--- config.mk ---
export PLATFORM = sky130hd
export DESIGN_NAME = ppo_front
export DESIGN_NICKNAME = d
export VERILOG_FILES = /design/src/hw/rtl/ppo_pkg.sv /design/src/hw/rtl/ppo_front.sv
export SDC_FILE = /design/constraint.sdc
export NUM_CORES = 1
export LEC_CHECK = 0
export ABC_AREA = 1
export BUFFER_PORTS_ARGS = -buffer_cell sky130_fd_sc_hd__buf_4
export CAP_MARGIN = 20
export CORE_MARGIN = 5
export CORE_UTILIZATION = 35
export CTS_BUF_LIST = sky130_fd_sc_hd__clkbuf_4
export CTS_CLUSTER_SIZE = 12
export DETAILED_ROUTE_END_ITERATION = 8
export GPL_ROUTABILITY_DRIVEN = 0
export RECOVER_POWER = 25
export SYNTH_ARGS = -nofsm -noshare
export SYNTH_HDL_FRONTEND = slang
export SYNTH_SLANG_ARGS = --single-unit
--- constraint.sdc ---
create_clock -name clk -period 0.9 [get_ports clk]
set_clock_uncertainty 0.1 [all_clocks]
set_input_delay 0.09 -clock clk [delete_from_list [all_inputs] [get_ports clk]]
set_output_delay 0.09 -clock clk [all_outputs]
set_load 0.005 [all_outputs]
--- src/hw/rtl/ppo_pkg.sv ---
// Package for the perspective projection block: widths, register codes, cell type.
// No dependencies.
`timescale 1ns / 1ps

package ppo_pkg;

	localparam int CoordW = 16;
	localparam int ScaleW = 12;
	localparam int DepthW = 15;
	localparam int QuoW   = 27;
	localparam int ScrW   = 28;
	localparam int CodeW  = 5;
	localparam int IdxW   = 3;
	localparam int DataW  = 32;
	localparam int NumCells = QuoW;

	localparam int NEAR_B = 4;
	localparam int YHI_B  = 3;
	localparam int YLO_B  = 2;
	localparam int XHI_B  = 1;
	localparam int XLO_B  = 0;

	typedef enum logic [IdxW-1:0] {
		REG_X_SCALE  = 3'd0,
		REG_Y_SCALE  = 3'd1,
		REG_X_CENTER = 3'd2,
		REG_Y_CENTER = 3'd3,
		REG_MIN_DEPTH = 3'd4,
		REG_WIN_X    = 3'd5,
		REG_WIN_Y    = 3'd6
	} reg_idx_t;

	typedef struct packed {
		logic [QuoW-1:0]   num_x;
		logic [QuoW-1:0]   num_y;
		logic [DepthW-1:0] rem_x;
		logic [DepthW-1:0] rem_y;
		logic [DepthW-1:0] dv;
		logic              neg_x;
		logic              neg_y;
		logic              near;
		logic [CoordW-1:0] z;
	} cell_t;

endpackage

--- src/hw/rtl/ppo_front.sv ---
// Head of the chain: near clamp, scale multiply, sign split.
// Depends on ppo_pkg.
`timescale 1ns / 1ps

module ppo_front (
	input  logic                              clk,
	input  logic                              arst_n,
	input  logic                              adv,
	input  logic                              in_valid,
	input  logic signed [ppo_pkg::CoordW-1:0] x_coord,
	input  logic signed [ppo_pkg::CoordW-1:0] y_coord,
	input  logic signed [ppo_pkg::CoordW-1:0] z_coord,
	input  logic [ppo_pkg::ScaleW-1:0]        x_scale,
	input  logic [ppo_pkg::ScaleW-1:0]        y_scale,
	input  logic [ppo_pkg::DepthW-1:0]        min_depth,
	output logic                              valid_s1,
	output ppo_pkg::cell_t                    cell_s1
);

	logic [ppo_pkg::DepthW-1:0]            near_lim;
	logic                                  zlt;
	logic [ppo_pkg::CoordW:0]              ax;
	logic [ppo_pkg::CoordW:0]              ay;
	logic [ppo_pkg::CoordW+ppo_pkg::ScaleW:0] px;
	logic [ppo_pkg::CoordW+ppo_pkg::ScaleW:0] py;
	ppo_pkg::cell_t                        nxt;

	always_comb begin
		near_lim = (min_depth == '0) ? ppo_pkg::DepthW'(1) : min_depth;
		zlt = z_coord < $signed({1'b0, near_lim});
		ax = x_coord[ppo_pkg::CoordW-1] ? ((ppo_pkg::CoordW+1)'(0) - {x_coord[ppo_pkg::CoordW-1], x_coord})
			: {1'b0, x_coord};
		ay = y_coord[ppo_pkg::CoordW-1] ? ((ppo_pkg::CoordW+1)'(0) - {y_coord[ppo_pkg::CoordW-1], y_coord})
			: {1'b0, y_coord};
		px = ax * {1'b0, x_scale};
		py = ay * {1'b0, y_scale};
		nxt.num_x = px[ppo_pkg::QuoW-1:0];
		nxt.num_y = py[ppo_pkg::QuoW-1:0];
		nxt.rem_x = '0;
		nxt.rem_y = '0;
		nxt.dv    = zlt ? near_lim : z_coord[ppo_pkg::DepthW-1:0];
		nxt.neg_x = x_coord[ppo_pkg::CoordW-1];
		nxt.neg_y = y_coord[ppo_pkg::CoordW-1];
		nxt.near  = zlt;
		nxt.z     = z_coord;
	end

	always_ff @(posedge clk or negedge arst_n) begin
		if (!arst_n) begin
			valid_s1 <= 1'b0;
		end else if (adv) begin
			valid_s1 <= in_valid;
		end
	end

	always_ff @(posedge clk) begin
		if (adv) begin
			cell_s1 <= nxt;
		end
	end

endmodule

==> summary.txt <==
Detailed routing
  • Via count: 14500
  • DRT iter0 DRCs: 630
  • DR DRC count: 0
  • Final WL: 47.6 mm
  • Wire length per cell: 15.1 um
  • Post-route ant nets: 0
  • Drt first pass iters: 5
  • Number of vias per cell: 4.57

STA
  • Final Max Tran Viols: 0
  • Worst Setup Slack, final: -4.13 ns
  • RSZ-0062 raised after global routing: true
  • Setup violation total in the final timing report: 243
  • Final Hold Viols: 1
  • Period utilization: 559%
  • Clock period minus final worst setup slack: 5.03 ns
  • Max frequency: 199 MHz
  • Hold slack: -0.0184 ns

Synth
  • Predominant post-synthesis flop cell: edfxtp_1
  • Cell Area, Synth: 0.0166 sq mm
  • Cells after Synth: 1967
  • Seq/Total Area, Yosys: 16.1%
  • Post-synth EDFFs: 88
  • Synthesized flop and latch total: 89
  • Yosys cell types: 51
  • Synth warn: 0
  • Syn_area_per_cell: 8.44 sq um
  • Asr flop ratio synth: 1.12%

Global routing
  • Initial antenna violation count: 1
  • Total Routing Usage GR: 18.4%
  • Pin count of the biggest net entering global routing: 36
  • First-pass GRT wire length: 78.6 mm
  • Vias in the first global route: 15700
  • Overflow after GRT: 0

Cells and area
  • Most common cell after layout, fill and taps aside: inv_1
  • Most frequent cells in the layout: inv_1 (410), buf_4 (396), nand2_1 (331)
  • Final Util: 53.2%
  • Final #Nets: 3068
  • Layout cells sized above 1: 39.6%
  • P&R area growth vs syn: 49.8%

Placed design
  • Worst Setup Slack post-DPL: -5.04 ns
  • DP Wirelength: 39.0 mm
  • I/O Buffers: 179

Die
  • Die Span Y: 228 um
  • DIE AREA: 0.0519 sq mm
  • Core Region: 0.0468 sq mm
  • DIE WIDTH: 228 um
  • Cell row count: 79
  • Initial core utilization: 35.5%
  • Number of I/O pins: 210

CTS
  • CTS Buf Count: 9
  • Clock sink count: 89
  • CTS tree: yes
  • Hold buffers post-CTS: 40
  • Maximum clock path buffer count: 2
  • Clock-pin slew on the worst setup and hold paths: 0.18 ns
  • Root buf cell: clkbuf_4
  • CTS HTree Levels: 3
  • Worst skew pair latency: 0.57 ns

Flow run
  • Max cap viols: 0

Setup path
  • Arr. time, crit path: 5.34 ns
  • Worst setup EP type: flop
  • Worst Path Max Fanout: 7
  • Crit-path slowest cell: fa_1
  • Crit path required time: 1.21 ns
  • Worst setup path class: in2reg
  • Worst Setup Start Kind: input pin
  • Slowest cell delay on critical path: 0.55 ns

Worst hold path
  • Hold crit path type: in2reg

Status
  • Status: complete, but fails checks
  • Failing checks: hold timing, setup timing
==> path summary, 6_finish.rpt <==
| kind | cells past startpoint | to | slack, ns | startpoint |
|---|---|---|---|---|
| max reg2reg | 1 | valid_s1$_DFFE_PN0P_ | 0.02 | valid_s1$_DFFE_PN0P_ |
| max | 30 | cell_s1[87]$_DFFE_PP_ | -4.13 | y_coord[1] |
| min | 5 | cell_s1[92]$_DFFE_PP_ | -0.02 | x_scale[1] |
| min in group asynchronous | 3 | valid_s1$_DFFE_PN0P_ | 0.25 | arst_n |
| max in group asynchronous | 3 | valid_s1$_DFFE_PN0P_ | 0.35 | arst_n |
| min reg2reg | 1 | valid_s1$_DFFE_PN0P_ | 0.47 | valid_s1$_DFFE_PN0P_ |
==> logic make-up after synthesis <==
family          after synthesis  share of synthesized area, %
xor+xnor                     58                          3.06
other cells                   2                        0.0452
flops                        89                          16.1
compound gates              122                          4.23
simple gates                679                          16.6
buf+inv                     586                          14.0
fa+ha+maj                   430                          45.9
mux                           1                        0.0678
==> layout make-up <==
type | instances | area, sq um
Antenna cell | 2 | 5.00
Clock buffer | 10 | 75.1
Clock inverter | 6 | 75.1
Fill cell | 4260 | 21900
Inverter | 512 | 2010
Multi-Input combinational cell | 1341 | 14100
Sequential cell | 89 | 2670
Tap cell | 607 | 759
Timing Repair Buffer | 594 | 5170
==> state kept, by name, summed over array words and instances, names as in the netlist <==
name and count:
valid_s1 1, cell_s1 88
==> Yosys cell counts (all sizes together) (6+ instances only) <==
master,instances,share of area (%)
o21bai,6,0.27
xor2,34,1.8
nand2,431,9.9
a21oi,53,1.7
a21o,6,0.27
fa,298,36
a31oi,7,0.26
o21ai,39,1.2
xnor2,24,1.3
ha,132,9.9
nor3,12,0.49
nor2,174,4.0
inv,508,11
or2,10,0.38
nand3,40,1.3
edfxtp,88,16
buf,39,1.7
clkbuf,35,0.80
==> what timing repair did <==
| item | 4_1_cts | 5_1_grt |
|---|---|---|
| hold endpoints to repair | 127 | 1 |
| gates resized for setup | 281 | 203 |
| cloned | 1 | 0 |
| buffers inserted | 60 | 28 |
| endpoints found under the setup margin | 157 | 158 |
| pin swaps | 189 | 110 |
==> critical path, delay by kind of cell <==
kind                     cells  cell delay, ns
adder cells (fa/ha/maj)      7            2.95
AND/OR/NAND/NOR              9            0.77
buffers and inverters        9            0.71
AO/OA/AOI/OAI                3            0.44
XOR/XNOR                     2            0.35
==> routing by layer <==
metal	vias up	wire, um	GRT usage [%]
met5	-	0	0
met4	0	947	4.61
met3	59	2590	3.70
met2	367	23400	31.4
met1	7125	20700	24.1
li1	6907	-	-
==> metrics by stage <==
stage	instance area, sq um	std cells	setup TNS, ns
6_report	24900	3161	-219.35
5_1_grt	24900	3160	-232.77
4_1_cts	24000	3143	-211.57
3_5_place_dp	22000	3041	-227.04
3_3_place_gp	22000	3041	-222.94
2_1_floorplan	17800	2015	-189.20
Power is left out: the tool's default activity adds up to more than one toggle a clock period on the data nets, which glitch-free logic cannot reach.
