<file path="src/hw/rtl/ppo_pkg.sv">
// Package for the perspective projection block: widths, register codes, cell type.
// No dependencies.
`timescale 1ns / 1ps

package ppo_pkg;

	localparam int CoordW = 16;
	localparam int ScaleW = 12;
	localparam int DepthW = 15;
	localparam int QuoW   = 27;
	localparam int ScrW   = 28;
	localparam int CodeW  = 5;
	localparam int IdxW   = 3;
	localparam int DataW  = 32;
	localparam int NumCells = QuoW;

	localparam int NEAR_B = 4;
	localparam int YHI_B  = 3;
	localparam int YLO_B  = 2;
	localparam int XHI_B  = 1;
	localparam int XLO_B  = 0;

	typedef enum logic [IdxW-1:0] {
		REG_X_SCALE  = 3'd0,
		REG_Y_SCALE  = 3'd1,
		REG_X_CENTER = 3'd2,
		REG_Y_CENTER = 3'd3,
		REG_MIN_DEPTH = 3'd4,
		REG_WIN_X    = 3'd5,
		REG_WIN_Y    = 3'd6
	} reg_idx_t;

	typedef struct packed {
		logic [QuoW-1:0]   num_x;
		logic [QuoW-1:0]   num_y;
		logic [DepthW-1:0] rem_x;
		logic [DepthW-1:0] rem_y;
		logic [DepthW-1:0] dv;
		logic              neg_x;
		logic              neg_y;
		logic              near;
		logic [CoordW-1:0] z;
	} cell_t;

endpackage

</file>
<file path="src/hw/rtl/ppo_back.sv">
// Tail of the chain: sign restore, center offset, outcode, output register.
// Depends on ppo_pkg.
`timescale 1ns / 1ps

module ppo_back (
	input  logic                              clk,
	input  logic                              arst_n,
	input  logic                              adv,
	input  logic                              in_valid,
	input  ppo_pkg::cell_t                    in_cell,
	input  logic [ppo_pkg::CoordW-1:0]        x_center,
	input  logic [ppo_pkg::CoordW-1:0]        y_center,
	input  logic [ppo_pkg::DataW-1:0]         win_x,
	input  logic [ppo_pkg::DataW-1:0]         win_y,
	output logic                              valid_q,
	output logic signed [ppo_pkg::ScrW-1:0]   screen_x_q,
	output logic signed [ppo_pkg::ScrW-1:0]   screen_y_q,
	output logic [ppo_pkg::CodeW-1:0]         clip_code_q,
	output logic signed [ppo_pkg::CoordW-1:0] depth_q
);

	localparam int ExtW = ppo_pkg::ScrW - ppo_pkg::CoordW;

	logic signed [ppo_pkg::ScrW-1:0] qx;
	logic signed [ppo_pkg::ScrW-1:0] qy;
	logic signed [ppo_pkg::ScrW-1:0] sx;
	logic signed [ppo_pkg::ScrW-1:0] sy;
	logic signed [ppo_pkg::ScrW-1:0] xmin, xmax, ymin, ymax;
	logic [ppo_pkg::CodeW-1:0]       code;

	always_comb begin
		qx = in_cell.neg_x ? (ppo_pkg::ScrW'(0) - {1'b0, in_cell.num_x}) : {1'b0, in_cell.num_x};
		qy = in_cell.neg_y ? (ppo_pkg::ScrW'(0) - {1'b0, in_cell.num_y}) : {1'b0, in_cell.num_y};
		sx = qx + {{ExtW{x_center[ppo_pkg::CoordW-1]}}, x_center};
		sy = qy + {{ExtW{y_center[ppo_pkg::CoordW-1]}}, y_center};
		xmin = {{ExtW{win_x[15]}}, win_x[15:0]};
		xmax = {{ExtW{win_x[31]}}, win_x[31:16]};
		ymin = {{ExtW{win_y[15]}}, win_y[15:0]};
		ymax = {{ExtW{win_y[31]}}, win_y[31:16]};
		code = '0;
		code[ppo_pkg::NEAR_B] = in_cell.near;
		code[ppo_pkg::YHI_B]  = sy > ymax;
		code[ppo_pkg::YLO_B]  = sy < ymin;
		code[ppo_pkg::XHI_B]  = sx > xmax;
		code[ppo_pkg::XLO_B]  = sx < xmin;
	end

	always_ff @(posedge clk or negedge arst_n) begin
		if (!arst_n) begin
			valid_q <= 1'b0;
		end else if (adv) begin
			valid_q <= in_valid;
		end
	end

	always_ff @(posedge clk) begin
		if (adv) begin
			screen_x_q  <= sx;
			screen_y_q  <= sy;
			clip_code_q <= code;
			depth_q     <= in_cell.z;
		end
	end

endmodule

</file>
<file path="config.mk">
export PLATFORM = sky130hd
export DESIGN_NAME = ppo_back
export DESIGN_NICKNAME = d
export VERILOG_FILES = /design/src/hw/rtl/ppo_pkg.sv /design/src/hw/rtl/ppo_back.sv
export SDC_FILE = /design/constraint.sdc
export NUM_CORES = 1
export LEC_CHECK = 0
export ABC_AREA = 1
export BUFFER_PORTS_ARGS = -buffer_cell sky130_fd_sc_hd__buf_2
export CORE_ASPECT_RATIO = 1.75
export CORE_MARGIN = 2
export CORE_UTILIZATION = 40
export CTS_CLUSTER_SIZE = 40
export DETAILED_ROUTE_END_ITERATION = 6
export PLACE_DENSITY = 0.7
export SLEW_MARGIN = 20
export SYNTH_ARGS = -nofsm -noshare
export SYNTH_HDL_FRONTEND = slang
export SYNTH_SLANG_ARGS = --single-unit
</file>
<file path="constraint.sdc">
create_clock -name clk -period 1 [get_ports clk]
set_clock_uncertainty 0.2 [all_clocks]
set_input_delay 0.05 -clock clk [delete_from_list [all_inputs] [get_ports clk]]
set_output_delay 0.05 -clock clk [all_outputs]
set_load 0.01 [all_outputs]
</file>
==> reports/metrics.csv, run 1 <==
stage,metric,value,unit
run_status,status,"finished, violations left",
run_status,failed_checks,"hold timing, setup timing",
sta,min_period_over_period,377.4,%
sta,finalHoldViolations,10,
cts,cts_hold_repair.buffers,20,
die,effective_utilization_at_floorplan,40.39,%
placement,detailed_place_hpwl,32210,µm
setup_path,crit_arrival,3.69,ns
final_layout,multi_input_comb_area,9973,µm²
die,die-width,125.7,µm
job,max_cap_violations,0,
synth,ys_dominant_reg_cell,sky130_fd_sc_hd__edfxtp_1,
die,fp.coreArea,25670,µm²
die,die_y,217.0,µm
setup_path,required,0.92,ns
global_route,grt.overflow.total,0,
die,die_area,27270,µm²
global_route,grt_antenna_before_repair,1,
die,placementRows,78,
die,ioPinCount,296,
synth,synthMostInstantiatedCell,sky130_fd_sc_hd__nand2_1,
synth,synth_top_cell_area_share,22.31,%
setup_path,crit_buf_inv,5,
cts,worst_path_clk_slew,0.06,ns
sta,rsz0062_at_grt,yes,
worst_hold_path,holdCritPathClass,in2reg,
global_route,first_global_vias,13250,
placement,dp_cells,2381,
setup_path,crit-reg2reg-launch,valid_q,
detailed_routing,wl_per_cell,18.35,µm
setup_path,crit_slowest_cell,sky130_fd_sc_hd__ha_4,
placement,routabilityCongestion,1.057,
placement,dp_slack,-3.168,ns
final_layout,fill_cells,1648,
placement,port-buffer-count,250,
cts,tritoncts,built,
setup_path,rrSetupSlack,0.04,ns
cts,clkSinkCount,78,
worst_hold_path,min_path_cells,2,
synth,synth.largest_area_cell,sky130_fd_sc_hd__edfxtp_1,
sta,postLayoutSetupSlackWorst,-2.774,ns
detailed_routing,drc,0,
synth,synth_cells,1475,
setup_path,worst_setup_end_kind,flip-flop,
final_layout,fin_nets,2542,
cts,largest_buffer_count_on_any_clock_path,2,
final_layout,layout-drive-gt1-share,54.92,%
setup_path,slowest_delay,0.32,ns
detailed_routing,via_count,13130,
worst_hold_path,worst_hold_startpoint,x_center[0],
cts,number_of_levels_in_the_clock_h_tree,3,
power_and_ir_drop,static-leakage-power,9.387,nW
sta,final.min_clock_period,3.774,ns
sta,peak_freq,264.9,MHz
synth,synth_edf_count,77,
global_route,grt_pass1_wl,62330,µm
synth,syn-mean-instance-area,7.028,µm²
global_route,grt.total_usage,29.06,%
cts,cts_root_buffer,sky130_fd_sc_hd__clkbuf_16,
detailed_routing,drt_pre_antenna_iters,6,
sta,finalSetupViolations,136,
sta,report.final.slew_viol_count,0,
final_layout,regArea,2337,µm²
power_and_ir_drop,powerDensity,1328,nW/µm²
synth,ys_ff_latch,78,
detailed_routing,ant_nets,0,
setup_path,reg2regPathDepth,1,
synth,synth_cell_type_count,44,
synth,syn_area,10370,µm²
power_and_ir_drop,power.ir.vdd_worst,1069,µV
final_layout,stdcell_count,2475,
synth,syn-num-nets,1868,
setup_path,crit_reg_reg_endpoint,valid_q,
synth,post_synthesis_async_set_or_reset_flop_share,1.282,%
worst_hold_path,whs_endpoint,screen_x_q[0],
sta,slew-limit-headroom,65.53,%
synth,synthesis.yosys.warnings,0,
final_layout,layout.core_utilization,73.94,%
setup_path,startpoint_type,input port,
cts,cts_made_buffers,9,
cts,clock_insertion_delay_worst_skew,0.36,ns
detailed_routing,detail_route.wirelength,45430,µm
detailed_routing,route.detailed.vias_per_inst,5.304,
sta,worst_hold_slack,-0.1766,ns
final_layout,area_grow_syn2layout,83.09,%
synth,leading_post_synthesis_cells_by_instance_count,"402 x sky130_fd_sc_hd__nand2_1, 218 x sky130_fd_sc_hd__inv_1, 173 x sky130_fd_sc_hd__ha_1",
synth,synth.area.top_cells,"sky130_fd_sc_hd__edfxtp_1 22%, sky130_fd_sc_hd__ha_1 21%, sky130_fd_sc_hd__nand2_1 15%",
synth,synth_sequential_area_ratio,22.55,%
detailed_routing,drt-initial-drc-count,726,
setup_path,critical_path.max_fanout,4,
setup_path,critPathKind,in2reg,
setup_path,path_delay_family,simple AND/OR/NAND/NOR gates,
global_route,grt_start_max_net_pins,25,
sta,tightest_slew,0.5171,ns
logic make-up after synthesis:
logic type	synth area share, %
AOI/OAI and AO/OA	10.38
DFF	22.55
and+or+nand+nor	30.13
adders and majority gates	21.27
muxes	0.1086
buffers and inverters	8.726
xor gates and xnor gates	6.844
metal layers:
layer | share of wire (%) | up-vias | GRT usage, %
met2 | 56 | 587 | 59.51
met4 | 8.3 | 0 | 22.48
li1 | - | 6159 | -
met1 | 31 | 6154 | 24.29
met3 | 4.5 | 227 | 3.368
met5 | 0 | - | 0
what timing repair did:
item	4_1_cts	5_1_grt
endpoints found under the hold margin	32	9
resized for setup	323	299
pin swaps	168	176
setup endpoints to repair	136	136
gates cloned	0	1
setup buffers	41	28
power by group:
part | internal (W) | leakage (nW) | switching (W) | total, W
sequential | 0.00441 | 0.765 | 0.000200 | 0.00461
clock | 0.00220 | 0.150 | 0.00141 | 0.00361
combinational | 0.00786 | 8.47 | 0.00912 | 0.0170
area by class of cell:
| type | count | share of cell area (%) |
|---|---|---|
| well taps | 320 | 2.110 |
| diodes | 1 | 0.01318 |
| repair buffers | 669 | 26.42 |
| multi-input cells | 1158 | 52.55 |
| flip-flops and latches | 78 | 12.31 |
| inverters | 233 | 4.905 |
| clock buffers | 10 | 1.206 |
| clock inverters | 6 | 0.4878 |
worst max-delay path by stage:
| stage | startpoint | to | slack [ns] | depth (start not counted) |
|---|---|---|---|---|
| finish | in_cell[65] | clip_code_q[3] | -2.77 | 26 |
| CTS | in_cell[98] | clip_code_q[1] | -2.56 | 29 |
| floorplan | in_cell[65] | clip_code_q[3] | -2.32 | 29 |
| global route | in_cell[65] | clip_code_q[3] | -2.92 | 28 |
| detailed placement | in_cell[65] | clip_code_q[2] | -3.17 | 28 |
| global placement | in_cell[65] | clip_code_q[3] | -3.13 | 27 |
per-stage QoR:
step	area, µm²	total power, W	TNS (ns)
final	18980	0.02521	-95.31
after global routing	18980	0.02669	-102.26
after CTS	17380	0.02282	-90.76
after detailed placement	15140	0.01723	-109.93
after global placement	15140	0.01691	-108.33
after floorplan	10890	0.01136	-69.82
layout by cell type (no fill, tap or decap), types with 20 or more instances in the layout:
cell	synthesis	routed
sky130_fd_sc_hd__xor2_2	0	23
sky130_fd_sc_hd__nand3_2	6	20
sky130_fd_sc_hd__nand2_1	402	262
sky130_fd_sc_hd__buf_4	0	313
sky130_fd_sc_hd__nand3_1	65	44
sky130_fd_sc_hd__inv_1	218	181
sky130_fd_sc_hd__nand4_1	22	22
sky130_fd_sc_hd__ha_1	173	136
sky130_fd_sc_hd__nor2_2	18	45
sky130_fd_sc_hd__nor2_4	5	37
sky130_fd_sc_hd__a21oi_2	2	33
sky130_fd_sc_hd__buf_6	0	81
sky130_fd_sc_hd__buf_2	5	235
sky130_fd_sc_hd__inv_2	15	43
sky130_fd_sc_hd__nand2_2	15	105
sky130_fd_sc_hd__xor2_4	0	20
sky130_fd_sc_hd__edfxtp_1	77	77
sky130_fd_sc_hd__nand2_4	2	47
sky130_fd_sc_hd__nor2_1	139	80
sky130_fd_sc_hd__a21oi_1	109	60
sky130_fd_sc_hd__ha_4	0	35
sky130_fd_sc_hd__xor2_1	66	23
sky130_fd_sc_hd__dlygate4sd3_1	0	20
registers in the layout (all words and copies together), names as in the netlist:
name and count:
depth_q 16, clip_code_q 5, screen_y_q 28, screen_x_q 28
valid_q 1
No activity file was read; power rests on OpenSTA's default activity.
==> run 2: changes to the inputs <==
--- a/config.mk
+++ b/config.mk
@@ -6,11 +6,10 @@
 export NUM_CORES = 1
 export LEC_CHECK = 0
 export ABC_AREA = 1
-export BUFFER_PORTS_ARGS = -buffer_cell sky130_fd_sc_hd__buf_2
+export BUFFER_PORTS_ARGS = -buffer_cell sky130_fd_sc_hd__buf_4
 export CORE_ASPECT_RATIO = 1.75
 export CORE_MARGIN = 2
 export CORE_UTILIZATION = 40
-export CTS_CLUSTER_SIZE = 40
 export DETAILED_ROUTE_END_ITERATION = 6
 export PLACE_DENSITY = 0.7
 export SLEW_MARGIN = 20
==> constraint.sdc (replaced) <==
create_clock -name clk -period 4.58 [get_ports clk]
set_clock_uncertainty 0.2 [all_clocks]
set_input_delay 0.229 -clock clk [delete_from_list [all_inputs] [get_ports clk]]
set_output_delay 0.229 -clock clk [all_outputs]
set_load 0.01 [all_outputs]
==> reports/metrics.csv, run 2 (synthesis results as in run 1) <==
stage,metric,value,unit,change
global_route,first_global_vias,11130,,-16%
sta,finalHoldViolations,0,,-10
die,die-width,125.7,µm,unchanged
die,effective_utilization_at_floorplan,40.39,%,unchanged
final_layout,most-common-layout-cells,"402 x sky130_fd_sc_hd__nand2_1, 310 x sky130_fd_sc_hd__buf_4, 218 x sky130_fd_sc_hd__inv_1",,
cts,largest_buffer_count_on_any_clock_path,2,,unchanged
sta,report.final.slew_viol_count,0,,unchanged
die,die_y,217.0,µm,unchanged
power_and_ir_drop,powerDensity,293.7,nW/µm²,-78%
final_layout,layout_commonest_cell,sky130_fd_sc_hd__nand2_1,,
sta,min_period_over_period,92.93,%,
power_and_ir_drop,net_switching_component_of_the_power,0.001688,W,-84%
detailed_routing,route.detailed.vias_per_inst,5.046,,-4.9%
sta,slew-limit-headroom,31.49,%,-34 points
detailed_routing,drt-initial-drc-count,369,,-49%
cts,cts_setup_buffers,0,,-100%
power_and_ir_drop,combinationalPowerShare,57.6,%,-9.8 points
power_and_ir_drop,p_int,0.002304,W,-84%
run_status,status,"complete, no violations",,
cts,worst_path_clk_slew,0.06,ns,about the same
final_layout,largestRegisters,"screen_x_q: 28 flops, screen_y_q: 28 flops, depth_q: 16 flops",,
cts,cts_root_buffer,sky130_fd_sc_hd__clkbuf_16,,
power_and_ir_drop,power.clock.fraction,17.2,%,+2.9 points
setup_path,critical_path.max_fanout,5,,+1
detailed_routing,detail_route.wirelength,33560,µm,-26%
detailed_routing,via_count,10790,,-18%
placement,routabilityCongestion,0.9778,,-7.5%
sta,tns,0,ns,+95.31 ns
sta,final.min_clock_period,4.256,ns,
global_route,grt_start_max_net_pins,79,,+220%
cts,tritoncts,built,,
sta,rsz0062_at_grt,no,,
detailed_routing,drc,0,,unchanged
cts,cts_made_buffers,9,,unchanged
sta,postLayoutSetupSlackWorst,0.3240,ns,+3.098 ns
final_layout,fill_cells,2565,,+56%
final_layout,area_grow_syn2layout,31.10,%,
global_route,grt_pass1_wl,52740,µm,-15%
global_route,grt_antenna_before_repair,0,,-1
global_route,grt.overflow.total,0,,unchanged
job,max_cap_violations,0,,unchanged
setup_path,worst_setup_end_kind,flip-flop,,
worst_hold_path,min_path_cells,3,,+1
die,ioPinCount,296,,unchanged
detailed_routing,drt_pre_antenna_iters,6,,unchanged
sta,peak_freq,235.0,MHz,
placement,port-buffer-count,250,,unchanged
global_route,grt.total_usage,24.67,%,-4.4 points
setup_path,crit_cells,26,,unchanged
setup_path,crit_slowest_cell,sky130_fd_sc_hd__ha_1,,
sta,tightest_slew,1.028,ns,+0.5105 ns
sta,finalSetupViolations,0,,-100%
power_and_ir_drop,seq_power_share,25.2,%,+6.9 points
cts,clock_insertion_delay_worst_skew,0.35,ns,about the same
die,placementRows,78,,unchanged
power_and_ir_drop,static-leakage-power,7.208,nW,-23%
worst_hold_path,holdCritPathClass,in2reg,,
cts,number_of_levels_in_the_clock_h_tree,3,,unchanged
setup_path,path_delay_family,simple AND/OR/NAND/NOR gates,,
setup_path,startpoint_type,input port,,
final_layout,layout-drive-gt1-share,22.54,%,-32 points
die,fp.coreArea,25670,µm²,unchanged
setup_path,reg2regPathDepth,1,,unchanged
cts,clkSinkCount,78,,unchanged
final_layout,n_antenna_cell,0,,-1
setup_path,crit_buf_inv,4,,-1
setup_path,crit_arrival,4.17,ns,+0.48 ns
placement,dp_slack,-0.04592,ns,+3.122 ns
power_and_ir_drop,switching_share,42.30,%,-0.29 points
detailed_routing,ant_nets,0,,unchanged
setup_path,required,4.49,ns,+3.57 ns
setup_path,slowest_delay,0.32,ns,about the same
setup_path,critPathKind,in2reg,,
setup_path,cp_common_cell,sky130_fd_sc_hd__nand2_1,,
placement,detailed_place_hpwl,29670,µm,-7.9%
final_layout,fin_nets,2207,,-13%
die,die_area,27270,µm²,unchanged
detailed_routing,wl_per_cell,15.69,µm,-15%
power_and_ir_drop,power.ir.vdd_worst,164.9,µV,-85%
==> run 2: worst paths after layout <==
| check | from | end | slack (ns) |
|---|---|---|---|
| worst max-delay path | in_cell[91] | clip_code_q[1] | 0.32 |
| worst min-delay path | x_center[9] | screen_x_q[9] | 0.23 |
| worst max register to register | valid_q | valid_q | 3.64 |
| worst min register to register | valid_q | valid_q | 0.31 |
| max in group asynchronous | arst_n | valid_q | 3.56 |
| min in group asynchronous | arst_n | valid_q | 0.52 |
==> run 2: cell type report <==
cell class / count / area, µm² / share of cell area [%]
multi-input combinational: 1158 / 7136 / 52.50
clock buffer: 10 / 229.0 / 1.685
timing repair buffer: 334 / 2567 / 18.89
inverter: 233 / 874.6 / 6.435
sequential: 78 / 2337 / 17.20
tap: 320 / 400.4 / 2.946
clock inverter: 6 / 46.29 / 0.3406
==> run 2: per-stage QoR <==
step | cells | utilization [%] | hold slack [ns] | instance area (µm²) | power (W)
floorplan | 1475 | - | -0.2666 | 10370 | 0.002376
global route | 2139 | 52.95 | 0.2300 | 13590 | 0.004335
global placement | 2099 | 50.90 | -0.1959 | 13060 | 0.003233
detailed placement | 2099 | 50.90 | -0.1933 | 13060 | 0.003301
CTS | 2139 | 52.91 | 0.2072 | 13580 | 0.004024
finish | 2139 | 52.95 | 0.2300 | 13590 | 0.003992
==> run 2: power by group through the flow <==
| stage | registers, W | logic (W) | clock network [W] |
|---|---|---|---|
| after floorplan | 0.00108 | 0.00129 | 0 |
| after global placement | 0.00102 | 0.00221 | 0 |
| after detailed placement | 0.00102 | 0.00228 | 0 |
| after CTS | 0.00101 | 0.00231 | 0.000711 |
| after global routing | 0.00101 | 0.00259 | 0.000733 |
| final | 0.00100 | 0.00230 | 0.000687 |
==> run 2: timing repair <==
action / in CTS / in global routing
setup endpoints to repair: 0 / 1
resized for setup: 0 / 3
hold buffers: 24 / 0
hold endpoints to repair: 21 / 0
==> run 2: per-layer routing <==
metal	GRT usage (%)	share of wire (%)	vias up
met1	20.48	31	4862
met3	2.532	3.3	121
met4	18.93	8.2	0
met5	0	0	-
li1	-	-	5502
met2	51.01	57	308
==> run 3: changes to the inputs <==
==> constraint.sdc (replaced) <==
create_clock -name clk -period 4.62 [get_ports clk]
set_clock_uncertainty 0.2 [all_clocks]
set_input_delay 0.231 -clock clk [delete_from_list [all_inputs] [get_ports clk]]
set_output_delay 0.231 -clock clk [all_outputs]
set_load 0.01 [all_outputs]
==> reports/metrics.csv, run 3 (synthesis results as in run 1) <==
stage,metric,value,unit,change
setup_path,crit-reg2reg-launch,valid_q,,
cts,clock_insertion_delay_worst_skew,0.36,ns,about the same
placement,detailed_place_hpwl,29460,µm,-0.71%
final_layout,layout_commonest_cell,sky130_fd_sc_hd__nand2_1,,
setup_path,worst_setup_end_kind,flip-flop,,
cts,number_of_levels_in_the_clock_h_tree,3,,unchanged
sta,final.min_clock_period,4.293,ns,
global_route,grt_pass1_wl,53030,µm,+0.55%
setup_path,rrSetupSlack,3.66,ns,+0.02 ns
power_and_ir_drop,static-leakage-power,7.228,nW,+0.28%
detailed_routing,drc,0,,unchanged
final_layout,layout.cell_area.non_filler,13620,µm²,+0.25%
detailed_routing,detail_route.wirelength,33890,µm,+0.97%
placement,port-buffer-count,250,,unchanged
global_route,grt.overflow.total,0,,unchanged
die,die_y,217.0,µm,unchanged
setup_path,crit_arrival,4.21,ns,+0.04 ns
die,effective_utilization_at_floorplan,40.39,%,unchanged
cts,tritoncts,built,,
sta,worst_hold_slack,0.01015,ns,-0.2199 ns
sta,peak_freq,232.9,MHz,
sta,finalSetupViolations,0,,unchanged
sta,rsz0062_at_grt,no,,
setup_path,reg2regPathDepth,1,,unchanged
final_layout,largestRegisters,"screen_x_q: 28 flops, screen_y_q: 28 flops, depth_q: 16 flops",,
final_layout,layout-drive-gt1-share,22.90,%,+0.36 points
detailed_routing,via_count,10830,,+0.37%
sta,tns,0,ns,unchanged
cts,largest_buffer_count_on_any_clock_path,2,,unchanged
die,die_area,27270,µm²,unchanged
run_status,status,"complete, no violations",,
detailed_routing,drt_pre_antenna_iters,5,,-1
die,ioPinCount,296,,unchanged
setup_path,critical_path.max_fanout,4,,-1
placement,dp_cells,2107,,+0.38%
setup_path,cp_common_cell,sky130_fd_sc_hd__nand2_1,,
setup_path,crit_reg_reg_endpoint,valid_q,,
global_route,grt.total_usage,24.79,%,+0.13 points
cts,clkSinkCount,78,,unchanged
setup_path,crit_slowest_cell,sky130_fd_sc_hd__ha_1,,
final_layout,n_antenna_cell,0,,unchanged
setup_path,startpoint_type,input port,,
detailed_routing,ant_nets,0,,unchanged
sta,tightest_slew,1.043,ns,+0.01543 ns
final_layout,stdcell_count,2145,,+0.28%
cts,cts_root_buffer,sky130_fd_sc_hd__clkbuf_16,,
final_layout,most-common-layout-cells,"402 x sky130_fd_sc_hd__nand2_1, 318 x sky130_fd_sc_hd__buf_4, 218 x sky130_fd_sc_hd__inv_1",,
worst_hold_path,min_path_cells,2,,-1
cts,worst_path_clk_slew,0.07,ns,about the same
die,die-width,125.7,µm,unchanged
job,max_cap_violations,0,,unchanged
setup_path,required,4.54,ns,+0.05 ns
cts,cts_made_buffers,9,,unchanged
worst_hold_path,whs_endpoint,screen_y_q[0],,
die,fp.coreArea,25670,µm²,unchanged
sta,slew-limit-headroom,30.47,%,-1.0 points
worst_hold_path,holdCritPathClass,in2reg,,
sta,report.final.slew_viol_count,0,,unchanged
setup_path,slowest_delay,0.33,ns,about the same
power_and_ir_drop,powerDensity,292.1,nW/µm²,-0.55%
sta,min_period_over_period,92.92,%,
detailed_routing,route.detailed.vias_per_inst,5.050,,about the same
placement,dpl_cell_area,13120,µm²,+0.46%
final_layout,fin_nets,2213,,+0.27%
sta,finalHoldViolations,0,,unchanged
global_route,first_global_vias,11150,,+0.19%
placement,routabilityCongestion,0.9914,,+1.4%
final_layout,area_grow_syn2layout,31.43,%,
global_route,grt_antenna_before_repair,0,,unchanged
worst_hold_path,worst_hold_startpoint,in_cell[64],,
global_route,grt_start_max_net_pins,79,,unchanged
detailed_routing,wl_per_cell,15.80,µm,+0.68%
detailed_routing,drt-initial-drc-count,436,,+18%
power_and_ir_drop,power.ir.vdd_worst,179.4,µV,+8.8%
die,placementRows,78,,unchanged
final_layout,layout.core_utilization,53.08,%,+0.13 points
setup_path,critPathKind,in2reg,,
-- run 3: cell types whose count changed in the layout (fill, tap and decap cells not counted) --
cell,change
sky130_fd_sc_hd__buf_4,+8
sky130_fd_sc_hd__dlygate4sd3_1,-2
sky130_fd_sc_hd__nor3b_2,+1
sky130_fd_sc_hd__nor3b_4,-1
-- run 3: metrics by stage --
stage	power [W]	setup slack (ns)
3_5_place_dp	0.003287	-0.1065
3_3_place_gp	0.003221	-0.07105
6_report	0.003980	0.3272
4_1_cts	0.004001	0.2721
2_1_floorplan	0.002355	0.9324
5_1_grt	0.004318	0.002421
-- run 3: how the worst max path moves through the flow --
stage / cells after the start / end / slack [ns] / from
3_5_place_dp: 31 / clip_code_q[1] / -0.11 / in_cell[91]
3_3_place_gp: 31 / clip_code_q[1] / -0.07 / in_cell[91]
4_1_cts: 31 / clip_code_q[1] / 0.27 / in_cell[91]
6_report: 31 / clip_code_q[1] / 0.33 / in_cell[91]
5_1_grt: 31 / clip_code_q[1] / 0.002 / in_cell[91]
2_1_floorplan: 29 / clip_code_q[3] / 0.93 / in_cell[65]
-- run 3: critical path: cells and delay by family --
family	cells	cell delay [ns]
buffers and inverters	5	0.63
and+or+nand+nor	17	1.52
AOI/OAI and AO/OA	6	0.97
adders and majority gates	3	0.87
-- run 3: routing by layer --
metal	routed length [µm]	GRT usage (%)	up-vias
li1	-	-	5526
met5	0	0	-
met4	2622	18.70	0
met1	10650	20.61	4871
met2	19300	51.39	318
met3	1321	2.581	118
-- run 3: area by class of cell --
cell class              instances  area [µm²]
clock buffers                  10       229.0
flip-flops and latches         78        2337
clock inverters                 6       46.29
fillers                      2517       12040
repair buffers                340        2608
multi-input cells            1158        7129
well taps                     320       400.4
inverters                     233       874.6
-- run 3: what timing repair did --
item	in CTS	in global routing
gates resized for setup	0	2
endpoints found under the setup margin	0	2
endpoints found under the hold margin	21	0
hold buffers	22	0
buffers inserted	0	0
-- run 3: power breakdown --
| part | internal, W | total [W] | switching (W) | leakage (nW) |
|---|---|---|---|---|
| combinational | 0.000972 | 0.00230 | 0.00132 | 6.33 |
| sequential | 0.000956 | 0.000998 | 0.0000421 | 0.765 |
| clock | 0.000368 | 0.000685 | 0.000317 | 0.129 |
